## config.mk

```make
export PLATFORM = sky130hd
export DESIGN_NAME = ejmc_queue
export DESIGN_NICKNAME = d
export VERILOG_FILES = /design/src/rtl/ejmc_pkg.sv /design/src/rtl/ejmc_queue.sv
export SDC_FILE = /design/constraint.sdc
export NUM_CORES = 1
export LEC_CHECK = 0
export BUFFER_PORTS_ARGS = -buffer_cell sky130_fd_sc_hd__buf_2
export CORE_MARGIN = 2
export CORE_UTILIZATION = 60
export DETAILED_ROUTE_END_ITERATION = 6
export PLACE_DENSITY_LB_ADDON = 0.08
export SKIP_CTS_REPAIR_TIMING = 1
export SYNTH_ARGS = -nofsm -noshare
export SYNTH_HDL_FRONTEND = slang
export SYNTH_SLANG_ARGS = --single-unit
```

## constraint.sdc

```tcl
create_clock -name clk -period 3.6 [get_ports clk]
set_input_delay 0.72 -clock clk [delete_from_list [all_inputs] [get_ports clk]]
set_output_delay 0.72 -clock clk [all_outputs]
set_load 0.02 [all_outputs]
```

## src/rtl/ejmc_pkg.sv

```systemverilog
package ejmc_pkg;

  localparam int KEY_SPACE      = 1024;
  localparam int COUNT_BITS     = 32;
  localparam int KEY_BITS       = $clog2(KEY_SPACE);
  localparam int EFF_BITS       = KEY_BITS + 1;
  localparam int NUM_KEYS_BITS  = 11;
  localparam int NUM_KEYS_RESET = 1024;
  localparam int TOTAL_BITS     = 64;
  localparam int PROD_BITS      = 2 * COUNT_BITS;
  localparam int OPCODE_BITS    = 2;
  localparam int S_DATA_BITS    = ((KEY_BITS + 7) / 8) * 8;
  localparam int M_DATA_BITS    = TOTAL_BITS;
  localparam int M_USER_BITS    = 2;
  localparam int USER_SAT       = 0;
  localparam int USER_DROP      = 1;
  localparam int QUEUE_DEPTH    = 4;
  localparam int QUEUE_PTR_BITS = $clog2(QUEUE_DEPTH);

  typedef enum logic [OPCODE_BITS-1:0] {
    OP_LEFT   = 2'd0,
    OP_RIGHT  = 2'd1,
    OP_FINISH = 2'd2,
    OP_UNUSED = 2'd3
  } opcode_t;

  typedef enum logic [1:0] {
    K_LEFT,
    K_RIGHT,
    K_DROP,
    K_FINISH
  } item_kind_t;

  typedef struct packed {
    item_kind_t          kind;
    logic [KEY_BITS-1:0] key;
  } queue_entry_t;

  typedef struct packed {
    logic clearing;
  } back_status_t;

  typedef enum logic [2:0] {
    BK_CLEAR,
    BK_IDLE,
    BK_WRITE,
    BK_SUM,
    BK_OUT
  } back_state_t;

endpackage

```

## src/rtl/ejmc_queue.sv

```systemverilog
module ejmc_queue (
  input  logic                  clk,
  input  logic                  rst,
  input  logic                  push,
  input  ejmc_pkg::queue_entry_t push_entry,
  output logic                  full,
  input  logic                  pop,
  output logic                  head_valid,
  output ejmc_pkg::queue_entry_t head_entry
);

  ejmc_pkg::queue_entry_t entries [ejmc_pkg::QUEUE_DEPTH];
  logic [ejmc_pkg::QUEUE_PTR_BITS-1:0] wr_ptr;
  logic [ejmc_pkg::QUEUE_PTR_BITS-1:0] rd_ptr;
  logic [ejmc_pkg::QUEUE_PTR_BITS:0]   count;
  logic                                do_push;
  logic                                do_pop;

  assign full       = count == (ejmc_pkg::QUEUE_PTR_BITS + 1)'(ejmc_pkg::QUEUE_DEPTH);
  assign head_valid = count != '0;
  assign head_entry = entries[rd_ptr];
  assign do_push    = push && !full;
  assign do_pop     = pop && head_valid;

  always_ff @(posedge clk) begin
    if (rst) begin
      wr_ptr <= '0;
      rd_ptr <= '0;
      count  <= '0;
    end else begin
      if (do_push) begin
        wr_ptr <= wr_ptr + 1'b1;
      end
      if (do_pop) begin
        rd_ptr <= rd_ptr + 1'b1;
      end
      priority if (do_push && !do_pop) begin
        count <= count + 1'b1;
      end else if (do_pop && !do_push) begin
        count <= count - 1'b1;
      end
    end
  end

  always_ff @(posedge clk) begin
    if (do_push) begin
      entries[wr_ptr] <= push_entry;
    end
  end

  a_pop_needs_entry: assert property (@(posedge clk) disable iff (rst)
    pop |-> head_valid)
    else $error("pop from empty queue");

  a_count_bound: assert property (@(posedge clk) disable iff (rst)
    count <= (ejmc_pkg::QUEUE_PTR_BITS + 1)'(ejmc_pkg::QUEUE_DEPTH))
    else $error("queue count out of range");

  a_ptr_gap: assert property (@(posedge clk) disable iff (rst)
    (count == '0 || full) |-> wr_ptr == rd_ptr)
    else $error("queue pointers disagree with count");

endmodule

```

==> out/qor.yml <==
status: "finished clean"
drcViolationCount: 0
start_kind: "flop"
worst_pin_slew_ps: 819
power_leakage_uw: 0.000899
period_minus_slack_ps: 2740
cts_buffer_depth: 2
drv_cap: 0
initial_utilization: 0.644
slew_headroom: 0.453
ys_seq_area_frac: 0.737
setup_ws_ps: 860
path_max_fanout: 12
fin_area_um2: 2500
gp_congestion: 0.744
ios: 30
portBuffers: 29
drive_gt1_frac: 0.382
vias: 1113
cts_tree: "built"
ant_nets: 0
wirelength_um: 3370
root_buffer: "clkbuf_4"
cts_sinks: 57
dieArea_um2: 4170
die_h_um: 64.5
hold_ws_ps: 533
drtPass1Iterations: 4
synth_top_area_share: 0.655
syn-cell-area_um2: 2200
finalHoldViolations: 0
synth_cells: 110
total_power_uw: 1720
cp.arrival_ps: 2020
diodes: 0
numCtsBuffers: 9
finalSetupViolations: 0
wire_per_inst_um: 17.0
synth_nets: 132
cp.required_ps: 2880
fin_nets: 169
yosysTopAreaCell: "edfxtp_1"
end_kind: "output port"
antenna_found_initial: 0
grt_setup_unrepaired: "false"
core_um2: 3420
layout_commonest_cell: "edfxtp_1"
ys_types: 21
yosysWarnings: 0
avgSynthCellArea_um2: 20.0
h-tree-depth: 3
tns_ps: 0
yosys-top-cells-area: "edfxtp_1 66%, mux4_2 12%, dfxtp_1 8.2%"
die_w_um: 64.5
layout_common_cells: "48 x edfxtp_1, 29 x buf_2, 12 x mux4_2"
hold_class: "flop to flop"
slew_violations: 0
nFillCells: 226
pwr_density_cell_nw_per_um2: 686
areaGrowthSynthToFinish_pct: 13.7
clk_pin_slew_ps: 90
post_dp_cell_area_um2: 2380
period_share: 0.761
vias_per_cell: 5.62
grt_overflow_total: 0
drtIter0Drc: 57
setup.worst_path.class: "flop to output port"
grt_max_degree: 13
clock.fmax_ghz: 0.365
ys_seq_elements: 57
first_global_vias: 1161
grt_pass1_wl_um: 5620
ir_worst_vdd_mv: 0.443
fp-row-count: 21
clkLatencyLatePin_ps: 390
dp_hpwl_um: 2180
skew_ps: 14.0
grt_use_total: 0.200
pre_cts_ws_ps: 1180
[sequential cells by signal, summed over array words and instances (netlist names), named ones only]
name	cells
rd_ptr	2
entries	48
count	3
wr_ptr	2
[worst paths after layout]
path              slack, ps  cells after the start                     end                    from
hold reg to reg         530                      2  wr_ptr[1]$_SDFFE_PP0P_  wr_ptr[1]$_SDFFE_PP0P_
setup / recovery        860                      2           head_entry[1]                    flop
hold / removal          530                      2  wr_ptr[1]$_SDFFE_PP0P_  wr_ptr[1]$_SDFFE_PP0P_
setup reg to reg       1420                      8   count[2]$_SDFFE_PP0P_   count[0]$_SDFFE_PP0P_
[synthesized netlist by cell type (all sizes together)]
master and n:
a21oi 2, and2 4, buf 2, clkbuf 1, dfxtp 9, edfxtp 48, fa 1, ha 5
inv 4, mux2i 2, mux4 12, nand2b 2, nor2 6, nor3b 1, o21ai 2, o311ai 1
o31ai 1, or3 3, xor2 4
[where the power goes]
part           internal [uW]  leakage, uW  switching (uW)
Clock                    177    0.0000699             209
Sequential               800     0.000514            86.4
Combinational            211     0.000316             232
Total                   1190     0.000899             527
[cell type report]
class / count / area, um2 / area share
flip-flops and latches: 57 / 1620 / 0.649
multi-input cells: 46 / 543 / 0.217
repair buffers: 29 / 145 / 0.0581
clock buffers: 13 / 103 / 0.0410
well taps: 46 / 57.6 / 0.0230
clock inverters: 3 / 15.0 / 0.00601
inverters: 4 / 15.0 / 0.00601
[through the flow]
stage               utilization  std cells
global placement          0.697        182
floorplan                     -        110
detailed placement        0.697        182
CTS                       0.732        198
finish                    0.732        198
global route              0.732        198
[kinds of logic after synthesis]
| kind of cell | synth area share |
|---|---|
| compound gates | 0.0188 |
| xor+xnor | 0.0159 |
| fa+ha+maj | 0.0375 |
| buf+inv | 0.0159 |
| flops | 0.737 |
| mux | 0.132 |
| simple gates | 0.0427 |
[per-layer routing]
layer / track usage / routed length (um)
met3: 0.0677 / 164
met4: 0.130 / 95
met5: 0 / 0
met1: 0.221 / 1330
met2: 0.329 / 1780
[critical path, stage by stage (launching register included)]
cell and delay [ps]:
dfxtp_1 860, mux4_2 600, buf_2 170
(Power assumes the default switching activity.)
