`config.mk`:
```
export PLATFORM = sky130hd
export DESIGN_NAME = ejmc_front
export DESIGN_NICKNAME = d
export VERILOG_FILES = /design/src/rtl/ejmc_pkg.sv /design/src/rtl/ejmc_front.sv
export SDC_FILE = /design/constraint.sdc
export NUM_CORES = 1
export LEC_CHECK = 0
export BUFFER_PORTS_ARGS = -buffer_cell sky130_fd_sc_hd__buf_4
export CORE_AREA = 2 2 39 41
export DETAILED_ROUTE_END_ITERATION = 7
export DIE_AREA = 0 0 41 43
export PLACE_DENSITY = 0.75
export SYNTH_ARGS = -nofsm -noshare
export SYNTH_HDL_FRONTEND = slang
export SYNTH_SLANG_ARGS = --single-unit
```
`constraint.sdc`:
```
create_clock -name vclk -period 2.75
set_clock_uncertainty 0.1 [all_clocks]
set_input_delay 0.55 -clock vclk [all_inputs]
set_output_delay 0.55 -clock vclk [all_outputs]
set_load 0.1 [all_outputs]
```
`src/rtl/ejmc_pkg.sv`:
```
package ejmc_pkg;

  localparam int KEY_SPACE      = 1024;
  localparam int COUNT_BITS     = 32;
  localparam int KEY_BITS       = $clog2(KEY_SPACE);
  localparam int EFF_BITS       = KEY_BITS + 1;
  localparam int NUM_KEYS_BITS  = 11;
  localparam int NUM_KEYS_RESET = 1024;
  localparam int TOTAL_BITS     = 64;
  localparam int PROD_BITS      = 2 * COUNT_BITS;
  localparam int OPCODE_BITS    = 2;
  localparam int S_DATA_BITS    = ((KEY_BITS + 7) / 8) * 8;
  localparam int M_DATA_BITS    = TOTAL_BITS;
  localparam int M_USER_BITS    = 2;
  localparam int USER_SAT       = 0;
  localparam int USER_DROP      = 1;
  localparam int QUEUE_DEPTH    = 4;
  localparam int QUEUE_PTR_BITS = $clog2(QUEUE_DEPTH);

  typedef enum logic [OPCODE_BITS-1:0] {
    OP_LEFT   = 2'd0,
    OP_RIGHT  = 2'd1,
    OP_FINISH = 2'd2,
    OP_UNUSED = 2'd3
  } opcode_t;

  typedef enum logic [1:0] {
    K_LEFT,
    K_RIGHT,
    K_DROP,
    K_FINISH
  } item_kind_t;

  typedef struct packed {
    item_kind_t          kind;
    logic [KEY_BITS-1:0] key;
  } queue_entry_t;

  typedef struct packed {
    logic clearing;
  } back_status_t;

  typedef enum logic [2:0] {
    BK_CLEAR,
    BK_IDLE,
    BK_WRITE,
    BK_SUM,
    BK_OUT
  } back_state_t;

endpackage

```
`src/rtl/ejmc_front.sv`:
```
module ejmc_front (
  input  logic                             s_tvalid,
  output logic                             s_tready,
  input  logic [ejmc_pkg::S_DATA_BITS-1:0] s_tdata,
  input  logic [ejmc_pkg::OPCODE_BITS-1:0] s_tuser,
  input  logic [ejmc_pkg::EFF_BITS-1:0]    eff_keys,
  input  ejmc_pkg::back_status_t           status,
  input  logic                             q_full,
  output logic                             push,
  output ejmc_pkg::queue_entry_t           push_entry
);

  ejmc_pkg::opcode_t             opcode;
  logic [ejmc_pkg::KEY_BITS-1:0] key;
  logic                          in_range;
  logic                          useful;

  assign opcode   = ejmc_pkg::opcode_t'(s_tuser);
  assign key      = s_tdata[ejmc_pkg::KEY_BITS-1:0];
  assign in_range = ejmc_pkg::EFF_BITS'(key) < eff_keys;
  assign s_tready = !q_full && !status.clearing;
  assign push     = s_tvalid && s_tready && useful;

  always_comb begin
    push_entry.key  = key;
    push_entry.kind = ejmc_pkg::K_DROP;
    useful          = 1'b1;
    unique case (opcode)
      ejmc_pkg::OP_LEFT: begin
        push_entry.kind = in_range ? ejmc_pkg::K_LEFT : ejmc_pkg::K_DROP;
      end
      ejmc_pkg::OP_RIGHT: begin
        push_entry.kind = in_range ? ejmc_pkg::K_RIGHT : ejmc_pkg::K_DROP;
      end
      ejmc_pkg::OP_FINISH: begin
        push_entry.kind = ejmc_pkg::K_FINISH;
      end
      default: begin
        useful = 1'b0;
      end
    endcase
  end

endmodule

```
==> impl_metrics.yaml <==
outcome:
  run_status: "complete, no violations"
min_path:
  hp-class: "in2out"
  worst_hold_path.endpoint: "s_tready"
  worst_hold_path.num_cells: 3
  min-delay-start: "status"
setup_path:
  critical_path.max_fanout: 2
  critPathLaunchType: "primary input"
  critical_path_required_ns: 2.10
  critPathCaptureType: "output pin"
  critPathKind: "in2out"
  cp_data_arrival_time_ns: 1.99
timing:
  slew_violations: 0
  setup_ws_ns: 0.105
  tightest_slew_ns: 0.280
  setup-tns-final_ns: 0
  max_freq_ghz: 0.378
  timing.final.crit_period_ns: 2.64
  grt_setup_unrepaired: "false"
  timing.max_slew.rel_slack_pct: 81.5
  final_hold_viol_count: 0
  finalCritPeriodShare_pct: 96.2
  setup_viol: 0
placed_design:
  globalplace.congestion: 0.733
  placed_cell_area_um2: 617
  port_buffers: 40
  placed_cells: 96
  dp_hpwl_um: 782
  placement.setup.worst_slack_ns: 0.0339
power_and_ir_drop:
  net-switching-power_uw: 118
  relative_contribution_of_sequential_cells_to_total_power_pct: 0
  power.share.switching_pct: 67.2
  power_report.internal_total_uw: 57.6
  clockPowerShare_pct: 0
  power.combinational.fraction_pct: 100.0
  peakVddDrop_v: 0.000109
  cellLeakagePower_nw: 0.364
  power_density_over_the_cells_mw_per_mm2: 283
finish:
  clkbuf_count: 0
  finalNetCount: 123
  seq_area_um2: 0
  antenna_cells_inserted: 0
  finalNonFillerCells: 96
  design_area_um2: 621
  filler_cell_count: 146
  syn2layout_area_growth_pct: 80.4
  drive_above_1_share_pct: 56.3
  final_util_pct: 44.8
  numSequentialCells: 0
routing:
  pre_repair_dr_iteration_count: 1
  wire_length_per_cell_um: 8.31
  drt-total-wl_um: 798
  vias_cell: 4.42
  ant_nets: 0
  drt-initial-drc-count: 0
  post-route-drc-count: 0
  route.vias.total: 424
yosys:
  synth_warn: 0
  syn-mean-instance-area_um2: 6.88
  synth-simple-area-share_pct: 15.3
  yosysUniqueCellTypes: 17
  post_synth_instance_area_um2: 344
  ys_seq_area_share_pct: 0
  synth_largest_type_area_fraction_pct: 32.7
  synth_top_family_by_area: "buffers and inverters"
  synth.mux.area_fraction_pct: 2.91
  synthCells: 50
  post_synth_fa_ha_maj_area_fraction_pct: 32.7
  synth_xor_area_share_pct: 0
  compound_gate_portion_of_the_synthesized_area_pct: 15.3
  postSynthNetCount: 91
  synth_top_cell_by_area: "ha_1"
  top_area_cells_in_the_synthesized_netlist: "ha_1 33%, buf_4 22%, inv_1 12%, a21oi_1 4.4%, nand2_1 4.4%"
clocking:
  cts_resized: 0
  post_cts_hold_buffer_count: 0
  postCtsSetupBuffers: 0
global_route:
  groute.usage.overall_pct: 10.1
  grt_max_degree: 4
  first_pass_grt_wire_length_um: 1350
  overall_overflow_remaining_after_global_route: 0
  grt_pass1_vias: 414
  number_of_antenna_violations_at_the_first_check_in_global_routing: 0
job:
  drv_cap: 0
floorplan:
  std_cell_rows: 14
  start_util_pct: 24.9
  core_area_mm2: 0.00138
  vertical_die_dimension_um: 43
  top_level_ports: 46
  dieArea_mm2: 0.00176
  fp.dieW_um: 41
-- logic make-up (layout without fill, tap and decap cells) --
kind of cell | Yosys count | in the layout
buf+inv | 21 | 51
simple gates | 11 | 11
fa+ha+maj | 9 | 9
compound gates | 8 | 8
mux | 1 | 1
-- power by group through the flow --
stage	clock network, mW	logic (mW)	registers, mW
3_3_place_gp	0	0.174	0
2_1_floorplan	0	0.133	0
6_report	0	0.176	0
4_1_cts	0	0.176	0
5_1_grt	0	0.187	0
3_5_place_dp	0	0.176	0
-- cells in the final DEF, fill, tap and decap left out, drive strengths merged --
cell / Yosys / layout
buf: 10 / 40
inv: 11 / 11
ha: 9 / 9
nand2: 4 / 4
a21oi: 4 / 4
nor2: 2 / 2
o21ai: 2 / 2
nand2b: 1 / 1
nor2b: 1 / 1
nand4: 1 / 1
nor3: 1 / 1
o221ai: 1 / 1
a221o: 1 / 1
and3: 1 / 1
mux2i: 1 / 1
-- metrics by stage --
step | hold WS (ns) | power [mW]
final | 1.33 | 0.176
after detailed placement | 1.33 | 0.176
after global routing | 1.34 | 0.187
after floorplan | 1.17 | 0.133
after CTS | 1.33 | 0.176
after global placement | 1.33 | 0.174
-- synthesized netlist by cell type --
cell and number:
inv_1 11, buf_4 10, ha_1 9, nand2_1 4, a21oi_1 3, nor2_1 2, a21oi_2 1, a221o_1 1
and3_1 1, mux2i_1 1, nand2b_1 1, nand4_1 1, nor2b_1 1, nor3_1 1, o21ai_0 1, o21ai_1 1
o221ai_1 1
-- final cells by class --
class	instances	area, µm²	area share (%)
Multi-Input combinational cell	29	255	41.1
Timing Repair Buffer	40	304	49.0
Tap cell	16	20.0	3.23
Inverter	11	41.3	6.65
-- routing by layer --
metal	vias up	wire (µm)	share of wire (%)	global-route usage, %
met1	187	228	29	9.21
li1	216	-	-	-
met4	0	0	0	0
met2	21	480	60	22.2
met5	-	0	0	0
met3	0	89	11	0.524
-- worst max-delay path, stage by stage --
cell and delay (ns):
buf_4 0.11, ha_1 0.30, a21oi_1 0.16, o221ai_1 0.13, a221o_4 0.36, mux2i_4 0.14, buf_6 0.24
-- how the worst max path moves through the flow --
stage | from | endpoint | slack (ns) | cells after the start
after floorplan | eff_keys[6] | push_entry[10] | -0.15 | 6
after global placement | s_tdata[4] | push_entry[10] | 0.06 | 7
after detailed placement | s_tdata[8] | push_entry[10] | 0.03 | 7
after CTS | s_tdata[8] | push_entry[10] | 0.04 | 7
after global routing | s_tdata[8] | push_entry[10] | 0.02 | 7
final | s_tdata[8] | push_entry[10] | 0.11 | 7
No activity file was read; power rests on OpenSTA's default activity.
